### src/rtl/tccw_pkg.sv
// Shared types, codes and constants of the text console character writer.
package tccw_pkg;

  // field widths
  localparam int KIND_W    = 2;
  localparam int CHAR_W    = 8;
  localparam int ROW_W     = 5;
  localparam int COL_W     = 7;
  localparam int COLOR_W   = 4;
  localparam int CELL_W    = 16;
  localparam int CFG_IDX_W = 1;
  localparam int CFG_DAT_W = 4;

  // default geometry
  localparam int COLS_DEF      = 80;
  localparam int ROWS_DEF      = 25;
  localparam int TAB_WIDTH_DEF = 8;

  // character codes
  localparam logic [CHAR_W-1:0] CH_BS    = 8'h08;
  localparam logic [CHAR_W-1:0] CH_TAB   = 8'h09;
  localparam logic [CHAR_W-1:0] CH_LF    = 8'h0A;
  localparam logic [CHAR_W-1:0] CH_CR    = 8'h0D;
  localparam logic [CHAR_W-1:0] CH_SPACE = 8'h20;
  localparam logic [CHAR_W-1:0] CH_NUL   = 8'h00;

  // configuration register indexes
  localparam logic [CFG_IDX_W-1:0] CFG_FORE = 1'b0;
  localparam logic [CFG_IDX_W-1:0] CFG_BACK = 1'b1;

  typedef enum logic [KIND_W-1:0] {
    KIND_PUT   = 2'd0,
    KIND_CLEAR = 2'd1,
    KIND_READ  = 2'd2,
    KIND_NONE  = 2'd3
  } kind_e;

  // write data select
  typedef enum logic [2:0] {
    WD_CHAR  = 3'd0,
    WD_SPACE = 3'd1,
    WD_BLANK = 3'd2,
    WD_ZERO  = 3'd3,
    WD_COPY  = 3'd4
  } wd_sel_e;

  // write address select
  typedef enum logic [1:0] {
    WA_CUR   = 2'd0,
    WA_CURM1 = 2'd1,
    WA_CNT   = 2'd2,
    WA_CNTM1 = 2'd3
  } wa_sel_e;

  // read address select
  typedef enum logic {
    RA_CELL = 1'b0,
    RA_COPY = 1'b1
  } ra_sel_e;

  typedef enum logic [2:0] {
    CUR_HOLD   = 3'd0,
    CUR_HOME   = 3'd1,
    CUR_CR     = 3'd2,
    CUR_LF     = 3'd3,
    CUR_ADV    = 3'd4,
    CUR_BACK   = 3'd5,
    CUR_BOTTOM = 3'd6
  } cur_op_e;

  typedef enum logic [1:0] {
    CNT_HOLD = 2'd0,
    CNT_CLR  = 2'd1,
    CNT_INC  = 2'd2
  } cnt_op_e;

  typedef struct packed {
    logic    item_load;
    logic    wr_en;
    wd_sel_e wd_sel;
    wa_sel_e wa_sel;
    ra_sel_e ra_sel;
    cur_op_e cur_op;
    cnt_op_e cnt_op;
    logic    rd_load;
    logic    out_load;
  } dp_cmd_t;

  typedef struct packed {
    kind_e kind;
    logic  is_cr;
    logic  is_lf;
    logic  is_tab;
    logic  is_bs;
    logic  row_last;
    logic  col_zero;
    logic  tab_stop;
    logic  rd_in_range;
    logic  cnt_copy_end;
    logic  cnt_last_cell;
  } dp_sts_t;

endpackage

### src/rtl/tccw_ctrl.sv
// Controller: sequences each item over the datapath and owns the handshakes.
module tccw_ctrl
  import tccw_pkg::*;
(
  input  logic    clk_i,
  input  logic    rst_ni,
  input  logic    in_valid_i,
  output logic    in_ready_o,
  output logic    out_valid_o,
  input  logic    out_ready_i,
  input  dp_sts_t sts_i,
  output dp_cmd_t cmd_o
);

  typedef enum logic [7:0] {
    ST_INIT  = 8'b0000_0001,
    ST_IDLE  = 8'b0000_0010,
    ST_EXEC  = 8'b0000_0100,
    ST_CLEAR = 8'b0000_1000,
    ST_COPY  = 8'b0001_0000,
    ST_FILL  = 8'b0010_0000,
    ST_READ  = 8'b0100_0000,
    ST_RESP  = 8'b1000_0000
  } state_e;

  state_e state_q, state_d;
  logic   out_valid_q, out_valid_d;

  always_comb begin
    state_d          = state_q;
    in_ready_o       = 1'b0;
    cmd_o            = '0;
    cmd_o.wd_sel     = WD_ZERO;
    cmd_o.wa_sel     = WA_CNT;
    cmd_o.ra_sel     = RA_CELL;
    cmd_o.cur_op     = CUR_HOLD;
    cmd_o.cnt_op     = CNT_HOLD;
    case (state_q)
      ST_INIT: begin
        // post-reset sweep: every cell to zero
        cmd_o.wr_en  = 1'b1;
        cmd_o.wd_sel = WD_ZERO;
        cmd_o.cnt_op = CNT_INC;
        if (sts_i.cnt_last_cell) begin
          cmd_o.cnt_op = CNT_CLR;
          state_d      = ST_IDLE;
        end
      end
      ST_IDLE: begin
        in_ready_o = 1'b1;
        if (in_valid_i) begin
          cmd_o.item_load = 1'b1;
          state_d         = ST_EXEC;
        end
      end
      ST_EXEC: begin
        state_d = ST_RESP;
        case (sts_i.kind)
          KIND_PUT: begin
            if (sts_i.is_cr) begin
              cmd_o.cur_op = CUR_CR;
            end else if (sts_i.is_lf) begin
              if (sts_i.row_last) begin
                state_d = ST_COPY;
              end else begin
                cmd_o.cur_op = CUR_LF;
              end
            end else if (sts_i.is_tab) begin
              cmd_o.wr_en  = 1'b1;
              cmd_o.wd_sel = WD_SPACE;
              cmd_o.wa_sel = WA_CUR;
              cmd_o.cur_op = CUR_ADV;
              if (!sts_i.tab_stop) begin
                state_d = ST_EXEC;
              end
            end else if (sts_i.is_bs) begin
              if (!sts_i.col_zero) begin
                cmd_o.wr_en  = 1'b1;
                cmd_o.wd_sel = WD_SPACE;
                cmd_o.wa_sel = WA_CURM1;
                cmd_o.cur_op = CUR_BACK;
              end
            end else begin
              cmd_o.wr_en  = 1'b1;
              cmd_o.wd_sel = WD_CHAR;
              cmd_o.wa_sel = WA_CUR;
              cmd_o.cur_op = CUR_ADV;
            end
          end
          KIND_CLEAR: state_d = ST_CLEAR;
          KIND_READ: begin
            cmd_o.ra_sel = RA_CELL;
            if (sts_i.rd_in_range) begin
              state_d = ST_READ;
            end
          end
          default: ;
        endcase
      end
      ST_CLEAR: begin
        cmd_o.wr_en  = 1'b1;
        cmd_o.wd_sel = WD_BLANK;
        cmd_o.cnt_op = CNT_INC;
        if (sts_i.cnt_last_cell) begin
          cmd_o.cnt_op = CNT_CLR;
          cmd_o.cur_op = CUR_HOME;
          state_d      = ST_RESP;
        end
      end
      ST_COPY: begin
        // read cell k+COLS while writing back the cell read last cycle; the
        // first cycle's write lands past the last cell or in the bottom row,
        // which the fill rewrites
        cmd_o.ra_sel = RA_COPY;
        cmd_o.wd_sel = WD_COPY;
        cmd_o.wa_sel = WA_CNTM1;
        cmd_o.wr_en  = 1'b1;
        if (sts_i.cnt_copy_end) begin
          cmd_o.cnt_op = CNT_HOLD;
          state_d      = ST_FILL;
        end else begin
          cmd_o.cnt_op = CNT_INC;
        end
      end
      ST_FILL: begin
        cmd_o.wr_en  = 1'b1;
        cmd_o.wd_sel = WD_SPACE;
        cmd_o.wa_sel = WA_CNT;
        cmd_o.cnt_op = CNT_INC;
        if (sts_i.cnt_last_cell) begin
          cmd_o.cnt_op = CNT_CLR;
          cmd_o.cur_op = CUR_BOTTOM;
          state_d      = ST_RESP;
        end
      end
      ST_READ: begin
        cmd_o.rd_load = 1'b1;
        state_d       = ST_RESP;
      end
      ST_RESP: begin
        if (!out_valid_q || out_ready_i) begin
          cmd_o.out_load = 1'b1;
          state_d        = ST_IDLE;
        end
      end
      default: state_d = ST_INIT;
    endcase
  end

  always_comb begin
    out_valid_d = out_valid_q;
    if (cmd_o.out_load) begin
      out_valid_d = 1'b1;
    end else if (out_ready_i) begin
      out_valid_d = 1'b0;
    end
  end

  always_ff @(posedge clk_i or negedge rst_ni) begin
    if (!rst_ni) begin
      state_q     <= ST_INIT;
      out_valid_q <= 1'b0;
    end else begin
      state_q     <= state_d;
      out_valid_q <= out_valid_d;
    end
  end

  assign out_valid_o = out_valid_q;

endmodule

### config.mk
export PLATFORM = sky130hd
export DESIGN_NAME = tccw_ctrl
export DESIGN_NICKNAME = d
export VERILOG_FILES = /design/src/rtl/tccw_pkg.sv /design/src/rtl/tccw_ctrl.sv
export SDC_FILE = /design/constraint.sdc
export NUM_CORES = 1
export LEC_CHECK = 0
export ABC_AREA = 1
export BUFFER_PORTS_ARGS = -buffer_cell sky130_fd_sc_hd__buf_2
export CORE_MARGIN = 2
export CORE_UTILIZATION = 48
export DETAILED_ROUTE_END_ITERATION = 8
export HOLD_SLACK_MARGIN = 0.15
export MAX_ROUTING_LAYER = met4
export PLACE_DENSITY = 0.78
export SLEW_MARGIN = 20
export SYNTH_ARGS = -nofsm -noshare
export SYNTH_HDL_FRONTEND = slang
export SYNTH_SLANG_ARGS = --single-unit
### constraint.sdc
create_clock -name clk_i -period 1.7 [get_ports clk_i]
set_input_delay 0.17 -clock clk_i [delete_from_list [all_inputs] [get_ports clk_i]]
set_output_delay 0.17 -clock clk_i [all_outputs]
set_load 0.005 [all_outputs]
==> results of run 1 <==
## layer usage
metal | vias up | track usage, %
li1 | 504 | -
met2 | 44 | 44.9
met4 | 0 | 11.7
met3 | 5 | 2.31
met5 | - | -
met1 | 418 | 26.1
## worst max-delay path, cell delays in order, from the launching register on
cell	delay (ns)
dfrtp_1	0.40
inv_2	0.09
nand2_4	0.08
nor2_8	0.16
nand2_4	0.10
nor2_4	0.12
nand4_1	0.12
nand3_1	0.09
buf_2	0.11
## synthesized netlist by cell type (2+ instances only)
master / n / share of area [%]
nor2_4: 3 / 3.8
nor2_1: 15 / 6.3
nor2_8: 2 / 4.5
nand2_1: 31 / 13
inv_1: 17 / 7.2
nand3_2: 3 / 3.4
a31oi_1: 2 / 1.4
nand2_2: 3 / 2.1
o21ai_0: 2 / 1.1
nand2_4: 8 / 10
inv_2: 8 / 3.4
o21ai_1: 3 / 1.7
nor2_2: 3 / 2.1
dfrtp_1: 8 / 22
nand3_1: 11 / 6.2
nand4_1: 4 / 2.8
## flip-flops by register name, summed over array words and instances (netlist names)
| register | cells |
|---|---|
| out_valid_o | 1 |
| state_q | 8 |
## layout by cell type (no fill, tap or decap)
cell type / count
dfrtp_1: 8
o211ai_1: 1
a31oi_1: 2
nor2_4: 4
and2_4: 1
o21ai_1: 3
a21oi_1: 1
dfstp_2: 1
nand3_2: 2
nand2_1: 29
nand2_4: 9
nand3b_1: 1
clkbuf_1: 1
buf_4: 8
clkbuf_4: 3
inv_2: 8
buf_2: 32
o21ai_0: 2
nor2_1: 13
nor3_1: 1
nand3_4: 1
inv_1: 17
dlygate4sd3_1: 2
nand3_1: 11
nor2_2: 4
nand4_1: 4
o31ai_1: 1
nand2_2: 4
nor2_8: 2
## logic make-up after synthesis
| kind of cell | Yosys count | synth area share, % |
|---|---|---|
| buffers and inverters | 26 | 11.4 |
| and+or+nand+nor | 86 | 56.7 |
| AOI/OAI and AO/OA | 10 | 6.46 |
| DFF | 9 | 25.4 |
## per-stage QoR
stage	util [%]	setup WS [ns]	std cells
after floorplan	-	0.449	131
after global placement	61.6	0.239	187
after detailed placement	61.6	0.214	187
after CTS	66.2	-0.00872	196
after global routing	69.2	-0.121	201
final	69.2	-0.0143	201
## power by group through the flow
stage,sequential (mW),combinational (mW),clock [mW]
after floorplan,0.283,0.460,0
after global placement,0.287,0.605,0
after detailed placement,0.287,0.612,0
after CTS,0.285,0.640,0.180
after global routing,0.289,0.779,0.193
final,0.285,0.712,0.176
## path summary, 6_finish.rpt
kind                                  from          to  slack (ns)  depth (start not counted)
worst max-delay path            state_q[5]    cmd_o[4]       -0.01                          8
worst min-delay path             sts_i[10]  state_q[3]        0.16                          3
worst max register to register  state_q[0]  state_q[1]        0.18                          9
worst min register to register  state_q[3]  state_q[3]        0.52                          2
max in group asynchronous           rst_ni  state_q[0]        1.16                          2
min in group asynchronous           rst_ni  state_q[7]        0.28                          2
## cell type report
cell class                 instances  area, µm²
multi-input combinational         96        591
clock buffer                       4       26.3
sequential                         9        226
tap                               25       31.3
inverter                          25       93.8
timing repair buffer              42        240
fill                             153        537
## what timing repair did
item	CTS	global route
resized for setup	3	4
setup buffers	3	5
endpoints found under the setup margin	6	8
endpoints found under the hold margin	10	0
hold buffers	2	0
pin swaps	4	4
==> impl_metrics.json, run 1 <==
{
  "clockBufferDepth": 2,
  "irDropWorstVdd_v": 0.000464,
  "fin_setup_tns_ns": -0.0177,
  "synthFlopType": "dfrtp_1",
  "finalCritPeriodShare_pct": 101,
  "stdcell_area_mm2": 0.00121,
  "hp-class": "in2reg",
  "intPower_uw": 647,
  "die_h_um": 47.1,
  "slew_violations": 0,
  "dr.pass1.iters": 4,
  "max-cap-violations": 0,
  "crit_arrival_ns": 1.54,
  "grtUsageTotal_pct": 24.6,
  "yosysSeqAreaShare_pct": 25.4,
  "hold_ws_ns": 0.163,
  "drc": 0,
  "die_width_um": 47.1,
  "rsz0062_at_grt": "true",
  "clock-skew-final_ns": 0.00464,
  "area_growth_pct": 35.7,
  "p_leak_nw": 0.734,
  "worst_slack_ns": -0.0143,
  "cp_max_fo": 7,
  "power.switching_uw": 526,
  "slew_headroom_pct": 83.0,
  "initial_core_util_pct": 51.0,
  "period_needed_ns": 1.71,
  "via_per_inst": 4.83,
  "cts_num_sinks": 9,
  "vias": 971,
  "max_freq_mhz": 583,
  "root_buffer": "clkbuf_4",
  "clkSlewWorstSetupHoldPaths_ns": 0.07,
  "fin_total_pwr_mw": 1.17,
  "grt_pass1_wl_mm": 3.64,
  "syn_area_um2": 891,
  "yosys_warnings": 0,
  "critPathKind": "reg2out",
  "synth_area_per_cell_um2": 6.80,
  "syn_nets": 147,
  "insertion_delay_ns": 0.27,
  "wl_met3_um": 140,
  "status": "finished, violations left",
  "drt_iter0_drc": 25,
  "start_kind": "flip-flop",
  "dieArea_mm2": 0.00222,
  "top_layer": "met4",
  "tritoncts": "done",
  "pwr-share-comb_pct": 60.7,
  "ant_nets": 0,
  "violations": "setup timing",
  "final_nets": 193,
  "port_buffers": 32,
  "power_frac_clock_pct": 15.0,
  "wl_met2_mm": 1.22,
  "dp_hpwl_mm": 1.83,
  "io_pins": 33,
  "grt_max_degree": 10,
  "setup_viol": 2,
  "numCtsBuffers": 3,
  "swShare_pct": 44.8,
  "wl_per_cell_um": 11.9,
  "gp_congestion": 0.867,
  "synth_edf_count": 0,
  "htreeDepth": 1,
  "grt.overflow.total": 0,
  "endpoint_kind": "output pin",
  "wl_met1_um": 983,
  "worstMarginPinSlew_ns": 0.254,
  "powerDensity_mw_per_mm2": 971,
  "antenna_found_initial": 0,
  "synth_async_sr_flop_share_pct": 100,
  "hold_viol": 0,
  "core-area_mm2": 0.00175,
  "critical_path_required_ns": 1.53,
  "ys_seq_elements": 9,
  "diodes": 0,
  "power_frac_seq_pct": 24.3,
  "synth_cells": 131,
  "layout-drive-gt1-share_pct": 44.9,
  "grt_pass1_vias": 909,
  "postPlaceCellArea_mm2": 0.00107,
  "synth_cell_types": 24,
  "routed_wl_mm": 2.40,
  "rows": 15
}
Note: power is estimated with default switching activity, not from simulation.
==> run 2, diff against run 1 <==
SKIP_CTS_REPAIR_TIMING = 1   (was not set)
==> impl_metrics.json, run 2 (synthesis results as in run 1) <==
{
  "largest_register_ffs": 8,
  "critPathKind": "reg2out",
  "routed_wl_mm": 2.32,
  "cpLargestDelayFamily": "simple AND/OR/NAND/NOR gates",
  "io_pins": 33,
  "dp_hpwl_mm": 1.83,
  "worstRegToRegCells": 10,
  "cp_max_fo": 6,
  "clockBufferDepth": 2,
  "regMostFlops": "state_q",
  "grt.overflow.total": 0,
  "powerDensity_mw_per_mm2": 971,
  "grt_max_degree": 10,
  "die_h_um": 47.1,
  "rr_endpoint": "state_q[7]",
  "dr.pass1.iters": 4,
  "rsz0062_at_grt": "true",
  "path_cells": "inv_2, nand2_4, nor2_8, buf_4, nand2_4, nand4_1, o211ai_1, buf_2",
  "layout-drive-gt1-share_pct": 42.9,
  "die_width_um": 47.1,
  "start_kind": "flip-flop",
  "worst_slack_ns": -0.0291,
  "endpoint_kind": "output pin",
  "ant_nets": 0,
  "tritoncts": "done",
  "antenna_found_initial": 0,
  "violations": "setup timing",
  "final_nets": 187,
  "status": "finished, violations left",
  "gp_congestion": 0.867,
  "diodes": 0,
  "htreeDepth": 1,
  "dieArea_mm2": 0.00222,
  "crit_arrival_ns": 1.56,
  "cp_slowest_cell": "dfrtp_1",
  "vias": 972,
  "grt_pass1_vias": 895,
  "final_cell_mix": "buf_2 (32), nand2_1 (29), inv_1 (16), nor2_1 (14), nand3_1 (11)",
  "critical_path_buf_inv_count": 3,
  "numCtsBuffers": 3,
  "cp.depth": 8,
  "insertion_delay_ns": 0.28,
  "fin_total_pwr_mw": 1.13,
  "reg2reg_slack_ns": 0.32,
  "p_leak_nw": 0.694,
  "fillCellCount": 162,
  "max_freq_mhz": 578,
  "drc": 0,
  "worstMarginPinSlew_ns": 0.261,
  "setup_viol": 5,
  "port_buffers": 32,
  "finalCritPeriodShare_pct": 102,
  "postPlaceCellArea_mm2": 0.00107,
  "rows": 15,
  "stdcell_area_mm2": 0.00116,
  "slew_violations": 0,
  "irDropWorstVdd_v": 0.000498,
  "layout_commonest_cell": "buf_2",
  "max_stage_delay_ns": 0.40,
  "critical_path_required_ns": 1.53,
  "period_needed_ns": 1.73,
  "utilization_pct": 66.5,
  "preCtsSetupSlack_ns": 0.214,
  "root_buffer": "clkbuf_4",
  "core-area_mm2": 0.00175,
  "grtUsageTotal_pct": 24.1,
  "wl_per_cell_um": 11.9,
  "initial_core_util_pct": 51.0,
  "max-cap-violations": 0,
  "area_growth_pct": 30.3,
  "hp-class": "in2reg",
  "clkSlewWorstSetupHoldPaths_ns": 0.06,
  "hold_viol": 0,
  "r2r-start": "state_q[0]",
  "grt_pass1_wl_mm": 3.57,
  "drt_iter0_drc": 27,
  "worstSetupStartpoint": "state_q[7]",
  "via_per_inst": 4.98,
  "crit_top_cell": "nand2_4",
  "clock-skew-final_ns": 0.00121,
  "cts_num_sinks": 9,
  "slew_headroom_pct": 82.5,
  "cp-endpoint": "cmd_o[11]"
}
==> run 2: routing by layer <==
layer,track usage [%],share of wire (%)
met1,25.6,43
met2,43.8,48
met3,2.31,6.7
met4,11.7,2.2
met5,-,0
==> run 2: worst min path at each step <==
stage	from	endpoint	cells after the start
final	sts_i[10]	state_q[3]	3
after global routing	sts_i[10]	state_q[3]	3
after CTS	rst_ni	state_q[7]	1
after detailed placement	rst_ni	state_q[7]	1
after global placement	rst_ni	state_q[7]	1
after floorplan	rst_ni	out_valid_o	0
==> run 2: area by class of cell <==
cell class	count	area [µm²]	share of cell area, %
inverter	25	93.8	8.08
timing repair buffer	36	195	16.8
clock buffer	4	26.3	2.26
multi-input combinational	96	588	50.6
tap	25	31.3	2.69
sequential	9	226	19.5
==> run 2: tightest hold or removal path: stages <==
cell     delay [ns]
buf_2          0.10
nand3_1        0.07
nand2_1        0.06
==> run 2: report_power, final <==
part           switching (mW)  internal (mW)
Combinational           0.407          0.253
Clock                  0.0896         0.0913
Sequential             0.0267          0.260
==> run 2: per-stage QoR <==
step	std cells	setup TNS, ns	hold WS, ns
finish	195	-0.101	0.155
global route	195	-0.761	0.176
CTS	191	-0.260	-0.252
detailed placement	187	0	0.0398
global placement	187	0	0.0362
floorplan	131	0	-0.126
